<file path="src/design/svpg_pkg.sv">
// Shared types and constants for the three-channel servo pulse generator.
package svpg_pkg;

  localparam int SAMPLE_W    = 8;
  localparam int WIDTH_W     = 9;
  localparam int FRAME_W     = 16;
  localparam int CFG_DATA_W  = 32;
  localparam int CFG_ADDR_W  = 4;
  localparam int CFG_IDX_W   = 2;

  // register indexes (byte address = 4 * index)
  localparam logic [CFG_IDX_W-1:0] REG_FRAME_LENGTH = 2'd0;
  localparam logic [CFG_IDX_W-1:0] REG_MIN_WIDTH    = 2'd1;
  localparam logic [CFG_IDX_W-1:0] REG_WIDTH_SPAN   = 2'd2;

  localparam logic [FRAME_W-1:0]  FRAME_LENGTH_RST = 16'd2000;
  localparam logic [SAMPLE_W-1:0] MIN_WIDTH_RST    = 8'd98;
  localparam logic [SAMPLE_W-1:0] WIDTH_SPAN_RST   = 8'd101;

  // request kinds
  localparam logic REQ_SAMPLE = 1'b0;
  localparam logic REQ_TICK   = 1'b1;

  typedef struct packed {
    logic [FRAME_W-1:0]  frame_length;
    logic [SAMPLE_W-1:0] min_width;
    logic [SAMPLE_W-1:0] width_span;
  } cfg_t;

  typedef struct packed {
    logic                req_type;
    logic [SAMPLE_W-1:0] sample;
  } item_t;

  typedef struct packed {
    logic [2:0] servo_pins;
    logic [1:0] adc_channel;
    logic       frame_start;
  } result_t;

endpackage

</file>
<file path="src/design/svpg_stream_if.sv">
// Valid/ready stream interfaces for requests and results.
interface svpg_in_if import svpg_pkg::*; ();
  logic                valid;
  logic                ready;
  logic                req_type;
  logic [SAMPLE_W-1:0] sample;

  modport source (output valid, output req_type, output sample, input ready);
  modport sink   (input valid, input req_type, input sample, output ready);
endinterface

interface svpg_out_if import svpg_pkg::*; ();
  logic       valid;
  logic       ready;
  logic [2:0] servo_pins;
  logic [1:0] adc_channel;
  logic       frame_start;

  modport source (output valid, output servo_pins, output adc_channel,
                  output frame_start, input ready);
  modport sink   (input valid, input servo_pins, input adc_channel,
                  input frame_start, output ready);
endinterface

</file>
<file path="src/design/three_channel_servo_pulse_generator_unit.sv">
// Top level of the three-channel servo pulse generator.
//
// Each request on in_chan is either a converter sample (req_type 0) or one
// time tick (req_type 1), and each request yields exactly one result on
// out_chan. A sample is stored for the converter channel now selected and the
// channel advances 0,1,..,NUM_SERVOS-1,0; adc_channel reports the channel to
// convert next. Ticks run a frame counter against frame_length; at each frame
// start the servos are pulsed one after another, each for width+1 ticks with
// width = sample*width_span/255 + min_width taken when that pulse begins.
// A frame that elapses mid-sequence starts the next sequence as soon as the
// current one ends (several such frames count as one). frame_start marks the
// tick on which a sequence began. Throughput is one request per clock while
// out_chan is ready. The accepting edge loads the input register; the result
// register is loaded when the sequencer steps, which a waiting result that is
// not taken holds off; the sequencer update between the two registers is
// combinational. While a result waits, the input register can still take one
// request. Registers (APB, 32-bit data):
// 0x0 frame_length, 0x4 min_width, 0x8 width_span; write them while idle.
module three_channel_servo_pulse_generator_unit import svpg_pkg::*; #(
  parameter int NUM_SERVOS = 3
) (
  input  logic                  clk,
  input  logic                  rst_n,
  svpg_in_if.sink               in_chan,
  svpg_out_if.source            out_chan,
  input  logic                  psel,
  input  logic                  penable,
  input  logic                  pwrite,
  input  logic [CFG_ADDR_W-1:0] paddr,
  input  logic [CFG_DATA_W-1:0] pwdata,
  output logic [CFG_DATA_W-1:0] prdata,
  output logic                  pready
);

  cfg_t    cfg;
  item_t   in_item_r;
  logic    in_v_r;
  result_t res;
  result_t out_r;
  logic    out_v_r;
  logic    adv;

  svpg_cfg u_cfg (
    .clk     (clk),
    .rst_n   (rst_n),
    .psel    (psel),
    .penable (penable),
    .pwrite  (pwrite),
    .paddr   (paddr),
    .pwdata  (pwdata),
    .prdata  (prdata),
    .pready  (pready),
    .cfg     (cfg)
  );

  // step the sequencer when the input register holds a request and the
  // result register is free or being emptied this cycle
  assign adv           = in_v_r && (!out_v_r || out_chan.ready);
  assign in_chan.ready = !in_v_r || adv;

  svpg_core #(
    .NUM_SERVOS (NUM_SERVOS)
  ) u_core (
    .clk     (clk),
    .rst_n   (rst_n),
    .step_en (adv),
    .item    (in_item_r),
    .cfg     (cfg),
    .result  (res)
  );

  // input register
  always_ff @(posedge clk) begin
    if (!rst_n) begin
      in_v_r <= 1'b0;
    end else if (in_chan.ready) begin
      in_v_r <= in_chan.valid;
    end
  end

  always_ff @(posedge clk) begin
    if (in_chan.valid && in_chan.ready) begin
      in_item_r.req_type <= in_chan.req_type;
      in_item_r.sample   <= in_chan.sample;
    end
  end

  // result register
  always_ff @(posedge clk) begin
    if (!rst_n) begin
      out_v_r <= 1'b0;
    end else if (adv) begin
      out_v_r <= 1'b1;
    end else if (out_chan.ready) begin
      out_v_r <= 1'b0;
    end
  end

  always_ff @(posedge clk) begin
    if (adv) begin
      out_r <= res;
    end
  end

  assign out_chan.valid       = out_v_r;
  assign out_chan.servo_pins  = out_r.servo_pins;
  assign out_chan.adc_channel = out_r.adc_channel;
  assign out_chan.frame_start = out_r.frame_start;

endmodule

</file>
<file path="src/design/svpg_cfg.sv">
// APB-style configuration registers.
module svpg_cfg import svpg_pkg::*; (
  input  logic                  clk,
  input  logic                  rst_n,
  input  logic                  psel,
  input  logic                  penable,
  input  logic                  pwrite,
  input  logic [CFG_ADDR_W-1:0] paddr,
  input  logic [CFG_DATA_W-1:0] pwdata,
  output logic [CFG_DATA_W-1:0] prdata,
  output logic                  pready,
  output cfg_t                  cfg
);

  cfg_t                 cfg_r;
  logic                 wr_en;
  logic [CFG_IDX_W-1:0] idx;

  assign pready = 1'b1;
  assign wr_en  = psel && penable && pwrite;
  assign idx    = paddr[CFG_ADDR_W-1:CFG_ADDR_W-CFG_IDX_W];
  assign cfg    = cfg_r;

  always_ff @(posedge clk) begin
    if (!rst_n) begin
      cfg_r.frame_length <= FRAME_LENGTH_RST;
      cfg_r.min_width    <= MIN_WIDTH_RST;
      cfg_r.width_span   <= WIDTH_SPAN_RST;
    end else if (wr_en) begin
      case (idx)
        REG_FRAME_LENGTH: cfg_r.frame_length <= pwdata[FRAME_W-1:0];
        REG_MIN_WIDTH:    cfg_r.min_width    <= pwdata[SAMPLE_W-1:0];
        REG_WIDTH_SPAN:   cfg_r.width_span   <= pwdata[SAMPLE_W-1:0];
        default: ;
      endcase
    end
  end

  always_comb begin
    case (idx)
      REG_FRAME_LENGTH: prdata = CFG_DATA_W'(cfg_r.frame_length);
      REG_MIN_WIDTH:    prdata = CFG_DATA_W'(cfg_r.min_width);
      REG_WIDTH_SPAN:   prdata = CFG_DATA_W'(cfg_r.width_span);
      default:          prdata = '0;
    endcase
  end

endmodule

</file>
<file path="src/design/svpg_width.sv">
// Pulse width from a sample: sample*span/255 + min_width.
module svpg_width import svpg_pkg::*; (
  input  logic [SAMPLE_W-1:0] sample,
  input  logic [SAMPLE_W-1:0] span,
  input  logic [SAMPLE_W-1:0] min_width,
  output logic [WIDTH_W-1:0]  width
);

  logic [2*SAMPLE_W-1:0] prod;
  logic [2*SAMPLE_W:0]   acc;
  logic [SAMPLE_W-1:0]   quot;

  // x/255 == (x + (x>>8) + 1) >> 8, exact for x up to 255*255
  assign prod  = (2*SAMPLE_W)'(sample) * (2*SAMPLE_W)'(span);
  assign acc   = (2*SAMPLE_W+1)'(prod) + (2*SAMPLE_W+1)'(prod >> SAMPLE_W)
               + (2*SAMPLE_W+1)'(1);
  assign quot  = acc[2*SAMPLE_W-1:SAMPLE_W];
  assign width = WIDTH_W'(quot) + WIDTH_W'(min_width);

endmodule

</file>
<file path="src/design/svpg_core.sv">
// Servo sequencer state: sample store, channel pointer, frame and pulse timing.
module svpg_core import svpg_pkg::*; #(
  parameter int NUM_SERVOS = 3
) (
  input  logic    clk,
  input  logic    rst_n,
  input  logic    step_en,
  input  item_t   item,
  input  cfg_t    cfg,
  output result_t result
);

  localparam int SERVO_W = $clog2(NUM_SERVOS + 1);
  localparam int CH_W    = (NUM_SERVOS > 1) ? $clog2(NUM_SERVOS) : 1;
  localparam logic [SERVO_W-1:0] IDLE       = SERVO_W'(NUM_SERVOS);
  localparam logic [SERVO_W-1:0] LAST_SERVO = SERVO_W'(NUM_SERVOS - 1);
  localparam logic [CH_W-1:0]    LAST_CH    = CH_W'(NUM_SERVOS - 1);

  logic [SAMPLE_W-1:0] samples_r [NUM_SERVOS];
  logic [CH_W-1:0]     ch_r, ch_nxt;
  logic [SERVO_W-1:0]  active_r, active_nxt, act_mid, begin_servo;
  logic [WIDTH_W-1:0]  pc_r, pc_nxt, pc_inc, pw_r, pw_nxt, new_width;
  logic [FRAME_W-1:0]  fc_r, fc_nxt, fc_inc;
  logic                pend_r, pend_nxt;
  logic                ev, do_begin, started;
  logic [2:0]          pins;

  svpg_width u_width (
    .sample    (samples_r[begin_servo[CH_W-1:0]]),
    .span      (cfg.width_span),
    .min_width (cfg.min_width),
    .width     (new_width)
  );

  always_comb begin
    ch_nxt      = ch_r;
    active_nxt  = active_r;
    act_mid     = active_r;
    begin_servo = '0;
    pc_nxt      = pc_r;
    pw_nxt      = pw_r;
    fc_nxt      = fc_r;
    pend_nxt    = pend_r;
    pc_inc      = pc_r + WIDTH_W'(1);
    fc_inc      = fc_r + FRAME_W'(1);
    ev          = 1'b0;
    do_begin    = 1'b0;
    started     = 1'b0;
    if (item.req_type == REQ_SAMPLE) begin
      ch_nxt = (ch_r == LAST_CH) ? '0 : ch_r + CH_W'(1);
    end else begin
      // advance the running pulse; hand over to the next servo or go idle
      if (active_r != IDLE) begin
        pc_nxt = pc_inc;
        if (pc_inc > pw_r) begin
          if (active_r != LAST_SERVO) begin
            act_mid     = active_r + SERVO_W'(1);
            begin_servo = act_mid;
            do_begin    = 1'b1;
          end else begin
            act_mid = IDLE;
          end
        end
      end
      ev     = (fc_inc >= cfg.frame_length);
      fc_nxt = ev ? '0 : fc_inc;
      // frames that elapse while busy collapse into one pending start
      if (act_mid == IDLE) begin
        if (ev || pend_r) begin
          pend_nxt    = 1'b0;
          begin_servo = '0;
          do_begin    = 1'b1;
          started     = 1'b1;
        end
      end else if (ev) begin
        pend_nxt = 1'b1;
      end
      if (do_begin) begin
        active_nxt = begin_servo;
        pc_nxt     = '0;
        pw_nxt     = new_width;
      end else begin
        active_nxt = act_mid;
      end
    end
  end

  always_comb begin
    for (int i = 0; i < 3; i++) begin
      pins[i] = (i < NUM_SERVOS) && (active_nxt == SERVO_W'(i));
    end
  end

  assign result.servo_pins  = pins;
  assign result.adc_channel = 2'(ch_nxt);
  assign result.frame_start = started;

  always_ff @(posedge clk) begin
    if (!rst_n) begin
      ch_r     <= '0;
      active_r <= IDLE;
      pc_r     <= '0;
      pw_r     <= '0;
      fc_r     <= '0;
      pend_r   <= 1'b0;
    end else if (step_en) begin
      ch_r     <= ch_nxt;
      active_r <= active_nxt;
      pc_r     <= pc_nxt;
      pw_r     <= pw_nxt;
      fc_r     <= fc_nxt;
      pend_r   <= pend_nxt;
    end
  end

  always_ff @(posedge clk) begin
    if (!rst_n) begin
      for (int i = 0; i < NUM_SERVOS; i++) begin
        samples_r[i] <= '0;
      end
    end else if (step_en && item.req_type == REQ_SAMPLE) begin
      samples_r[ch_r] <= item.sample;
    end
  end

endmodule

</file>
<file path="src/flat_wrapper.sv">
// flat-port wrapper written by rule: the top's interface ports become plain ports
module three_channel_servo_pulse_generator_unit_flat import svpg_pkg::*;
#(
  parameter int NUM_SERVOS = 3
)
  (clk, rst_n, psel, penable, pwrite, paddr, pwdata, prdata, pready, in_chan_valid, in_chan_req_type, in_chan_sample, in_chan_ready, out_chan_valid, out_chan_servo_pins, out_chan_adc_channel, out_chan_frame_start, out_chan_ready);
  svpg_in_if in_chan_i ();
  svpg_out_if out_chan_i ();
  input  logic clk;
  input  logic rst_n;
  input  logic psel;
  input  logic penable;
  input  logic pwrite;
  input  logic [CFG_ADDR_W-1:0] paddr;
  input  logic [CFG_DATA_W-1:0] pwdata;
  output logic [CFG_DATA_W-1:0] prdata;
  output logic pready;
  input wire logic [$bits(in_chan_i.valid)-1:0] in_chan_valid;
  input wire logic [$bits(in_chan_i.req_type)-1:0] in_chan_req_type;
  input wire logic [$bits(in_chan_i.sample)-1:0] in_chan_sample;
  output wire logic [$bits(in_chan_i.ready)-1:0] in_chan_ready;
  output wire logic [$bits(out_chan_i.valid)-1:0] out_chan_valid;
  output wire logic [$bits(out_chan_i.servo_pins)-1:0] out_chan_servo_pins;
  output wire logic [$bits(out_chan_i.adc_channel)-1:0] out_chan_adc_channel;
  output wire logic [$bits(out_chan_i.frame_start)-1:0] out_chan_frame_start;
  input wire logic [$bits(out_chan_i.ready)-1:0] out_chan_ready;
  assign in_chan_i.valid = in_chan_valid;
  assign in_chan_i.req_type = in_chan_req_type;
  assign in_chan_i.sample = in_chan_sample;
  assign in_chan_ready = in_chan_i.ready;
  assign out_chan_valid = out_chan_i.valid;
  assign out_chan_servo_pins = out_chan_i.servo_pins;
  assign out_chan_adc_channel = out_chan_i.adc_channel;
  assign out_chan_frame_start = out_chan_i.frame_start;
  assign out_chan_i.ready = out_chan_ready;
  three_channel_servo_pulse_generator_unit #(.NUM_SERVOS(NUM_SERVOS)) u_core (.clk(clk), .rst_n(rst_n), .in_chan(in_chan_i), .out_chan(out_chan_i), .psel(psel), .penable(penable), .pwrite(pwrite), .paddr(paddr), .pwdata(pwdata), .prdata(prdata), .pready(pready));
endmodule
</file>
<file path="config.mk">
export PLATFORM = sky130hd
export DESIGN_NAME = three_channel_servo_pulse_generator_unit_flat
export DESIGN_NICKNAME = d
export VERILOG_FILES = /design/src/design/svpg_pkg.sv /design/src/design/svpg_stream_if.sv /design/src/design/three_channel_servo_pulse_generator_unit.sv /design/src/design/svpg_cfg.sv /design/src/design/svpg_width.sv /design/src/design/svpg_core.sv /design/src/flat_wrapper.sv
export SDC_FILE = /design/constraint.sdc
export NUM_CORES = 1
export LEC_CHECK = 0
export BUFFER_PORTS_ARGS = -buffer_cell sky130_fd_sc_hd__buf_2
export CAP_MARGIN = 20
export CORE_AREA = 4 4 111 193
export DETAILED_ROUTE_END_ITERATION = 7
export DIE_AREA = 0 0 115 197
export PLACE_DENSITY = 0.69
export SLEW_MARGIN = 20
export SYNTH_ARGS = -nofsm -noshare
export SYNTH_HDL_FRONTEND = slang
export SYNTH_SLANG_ARGS = --single-unit
export TNS_END_PERCENT = 5
</file>
<file path="constraint.sdc">
create_clock -name clk -period 12.84 [get_ports clk]
set_input_delay 1.926 -clock clk [delete_from_list [all_inputs] [get_ports clk]]
set_output_delay 1.926 -clock clk [all_outputs]
set_load 0.005 [all_outputs]
</file>
==> out/results.txt <==
The finished cells cover 0.0103 mm^2. Clock tree root driver cell: clkbuf_16. Summed over all cells, the static leakage comes to 0.00465 uW. The worst register-to-register path ends at u_core.u_core.pw_r[8]. The worst-case IR drop observed on VDD is 0.124 mV. In this run the vertical extent of the chip is 197 um. Adding up every negative setup slack in the final design gives 0 ns. The worst slack at placement was 0.776 ns.

For this design the ratio of total power to cell area is 161 mW/mm^2. The tools report the endpoint arrival time on the critical path as 12.23 ns. STA classifies the critical path endpoint as a flop.

Average vias per placed instance: 5.41. The number of library cell types mapped by synthesis is 69, and the final routed wire length divided by cell count is 15.8 um. The final non-filler cell total was 1322; the worst setup slack for register-to-register paths was 0.92 ns. Counting every instance in the synthesized netlist gives 1016. The area occupied by registers was 0.00287 mm^2; the flip-flop and latch count after synthesis was 120. In this run the worst path has a maximum fanout of 19. In this run the core area contains 68 standard-cell rows.

The flow ran to the end, and the final reports show no timing, DRC or antenna violations. Before antenna repair, the detailed router went through 7 iterations. In the final layout, the multi-input gates occupy 0.00583 mm^2.

The detailed router placed 7157 vias in this run. The first global-routing pass estimated 34600 um of wire. Setup repair after global routing left no endpoint under its margin.

The die area came out at 0.0227 mm^2. The startpoint of the most critical register-to-register path was u_core.u_core.fc_r[0]. The cell area that synthesis handed to floorplanning was 0.00921 mm^2. The area share of the leading cell type in the synthesized netlist works out to 0.159.

The run gives 0.339 as the headroom to the max-slew limit. For the pin with the worst max-slew slack, the measured transition is 0.990 ns. The critical path starts at u_core.u_core.fc_r[0].

For the number of hold violations in the final report, the log shows 0. The port buffer count is 57. The tools report the clock buffer count from CTS as 17. The first routing iteration left 377 violations. The synthesized design spends more area on one cell type than any other, namely dfxtp_1. The logic depth of the worst path, buffers included came out at 45. For the I/O pin count, the log shows 93. Once placement finished, the instance area stood at 0.00965 mm^2. On the final layout, the worst hold slack is 0.466 ns. The global-route total usage across every layer is 0.191. The cell class contributing the biggest share of worst-path delay is adder cells. Data on the critical path is required at its endpoint by 13.15 ns. For the final database, setup skew stands at 0.00798 ns. The sequential element share of the synthesized area is 0.312. The logs give 7236 for the number of global-route vias before repair and 0 for the max-capacitance violation count.

Static timing analysis puts the maximum clock frequency at 83.9 MHz. Entering global routing, the biggest net connects 79 pins. The largest individual stage delay along the critical path comes from the cell fa_1. The post-synthesis area per instance was 9.06 um^2. The type of the setup path with the least slack is reg -> reg. The final wirelength was 20900 um. The classification of the worst-slack hold path is reg -> reg. Routability-driven placement finished with a final weighted congestion of 0.893. After detailed placement, the design holds a cell count of 1290. The tools report the startpoint kind of the worst setup timing path as a flop. The number of synthesized flops with an enable pin was 47; the share of flip-flops with an asynchronous set or reset after synthesis was 0. Following the worst setup path forward leads to its endpoint at u_core.u_core.pw_r[8].

In this run the number of H-tree levels came out at 4. By area the synthesized netlist is led by dfxtp_1 (16%), edfxtp_1 (15%), ha_1 (11%). The total inserted antenna cells is 0, and the final antenna-violating net count is 0. The initial core utilization was 0.467; the final critical-path share of the clock period was 0.928.

Yosys printed 0 warnings. The worst stage delay on the critical path works out to 0.56 ns. Final routed DRC violation total: 0. Among all flip-flop cells after synthesis, the most frequent one is dfxtp_1. The region available for standard cell placement spans 0.0197 mm^2. TritonCTS built the clock tree.

The clock-pin slew reported for the worst setup and hold paths after clock tree synthesis is 0.06 ns, and the shortest clock period the worst path allows after layout is 11.92 ns. The die width is 115 um. The wire-length estimate of the detail-placed layout is 16000 um. Summed over all layers, the global routing overflow is 0. The synthesis-to-layout area growth was 11.5%; the number of buffers and inverters on the critical path was 2. The tree built by TritonCTS fans out to 120 sinks. The clock reaches the later pin of the worst-skew pair after 0.42 ns. Layout cell share with drive strength beyond 1: 0.111. No sink is reached through more buffers than the 2 on the longest clock path. The count of endpoints failing setup in the final report came out at 0. The number of filler instances in the final layout was 1856. The worst path meets setup with 0.921 ns of slack. Initial antenna violation count: 0. In this run, post-CTS hold repair placed 0 buffers. The tools report the final layout net count as 1233. Counting cells, the worst reg-to-reg path comes to 45. Final-report max-slew violation count: 0.
[repair_timing]
action	4_1_cts	5_1_grt
gates resized for setup	0	2
setup buffers	0	0
setup endpoints to repair	0	1
[how the worst min path moves through the flow]
stage | startpoint | slack, ns | endpoint | cells past startpoint
detailed placement | u_core.u_cfg.cfg[27] | 0.46 | u_core.u_cfg.cfg[27] | 2
CTS | u_core.u_cfg.cfg[27] | 0.47 | u_core.u_cfg.cfg[27] | 2
finish | u_core.u_cfg.cfg[27] | 0.47 | u_core.u_cfg.cfg[27] | 2
global route | u_core.u_cfg.cfg[27] | 0.49 | u_core.u_cfg.cfg[27] | 2
floorplan | u_core.u_cfg.cfg[29] | 0.44 | u_core.u_cfg.cfg[29] | 2
global placement | u_core.u_cfg.cfg[31] | 0.45 | u_core.u_cfg.cfg[31] | 2
[state kept, by name, summed over array words and instances (netlist names)]
| register | cells |
|---|---|
| u_core.u_core.fc_r | 16 |
| u_core.u_core.samples_r | 32 |
| u_core.u_cfg.cfg | 32 |
| u_core.u_core.ch_r | 2 |
| u_core.u_core.pc_r | 9 |
| u_core.out_chan.frame_start | 1 |
| u_core.u_core.pend_r | 1 |
| u_core.u_core.pw_r | 9 |
| u_core.out_chan.servo_pins | 3 |
| u_core.u_core.active_r | 2 |
| u_core.out_chan.valid | 1 |
| u_core.out_chan.adc_channel | 2 |
| u_core.in_v_r | 1 |
| u_core.in_item_r | 9 |
[cells in the mapped netlist (all sizes together), types with 3 or more instances]
cell    instances
a21oi          36
a21o           17
o21a            5
nand3b          7
nand4           3
a221oi          8
o21ai          70
a22oi           3
nand3          16
clkbuf         25
buf            25
edfxtp         47
nor3b           8
a211oi          3
xor2           26
nand2         102
ha             80
dfxtp          73
mux2i          28
o31ai           4
nor3           20
a21boi         21
a31oi           3
and2           90
nor2b          37
fa             37
xnor2          23
nand2b          3
o211a           5
o21bai          3
inv            84
o211ai         10
nor2           44
and3           24
[cell families after synthesis]
group	count (synthesis)	share of synthesized area
compound gates	195	0.141
simple gates	368	0.213
flops	120	0.312
fa+ha+maj	118	0.190
buf+inv	135	0.0629
xor+xnor	49	0.0486
other cells	2	0.000816
mux	29	0.0317
[through the flow]
stage | util | total power [uW]
after floorplan | - | 1030
after global placement | 0.489 | 1160
after detailed placement | 0.489 | 1170
after CTS | 0.520 | 1670
after global routing | 0.520 | 1780
final | 0.520 | 1660
[placed cells by master, fill, tap and decap left out, types with 5 or more instances in the layout]
cell	count
a21boi_0	15
a21boi_1	5
a21o_1	17
a21oi_1	35
a221oi_1	7
and2_1	90
and3_1	24
buf_2	57
buf_4	7
clkbuf_16	17
conb_1	17
dfxtp_1	73
edfxtp_1	47
fa_1	37
ha_1	80
inv_1	84
mux2i_1	28
nand2_1	102
nand3_1	15
nand3b_1	7
nor2_1	42
nor2b_1	37
nor3_1	17
nor3b_1	7
o211ai_1	10
o21a_1	5
o21ai_0	49
o21ai_1	18
xnor2_1	22
xor2_1	26
[per-layer routing]
metal	wire length, um	global-route usage
met5	0	0
met4	846	0.0962
met3	589	0.0316
met2	11500	0.357
met1	7920	0.202
[final cells by class]
class	instances	share of cell area
inverters	85	0.0311
multi-input cells	776	0.568
flip-flops and latches	120	0.280
clock inverters	15	0.0172
repair buffers	64	0.0329
clock buffers	17	0.0414
well taps	245	0.0298
[tightest hold or removal path: stages (launching register included)]
cell	delay, ns
dfxtp_1	0.30
nand2_1	0.04
a21boi_0	0.07
[power breakdown]
part | internal [uW] | switching (uW)
registers | 404 | 6.47
clock network | 305 | 176
logic | 337 | 428
Note: power is estimated with default switching activity, not from simulation.
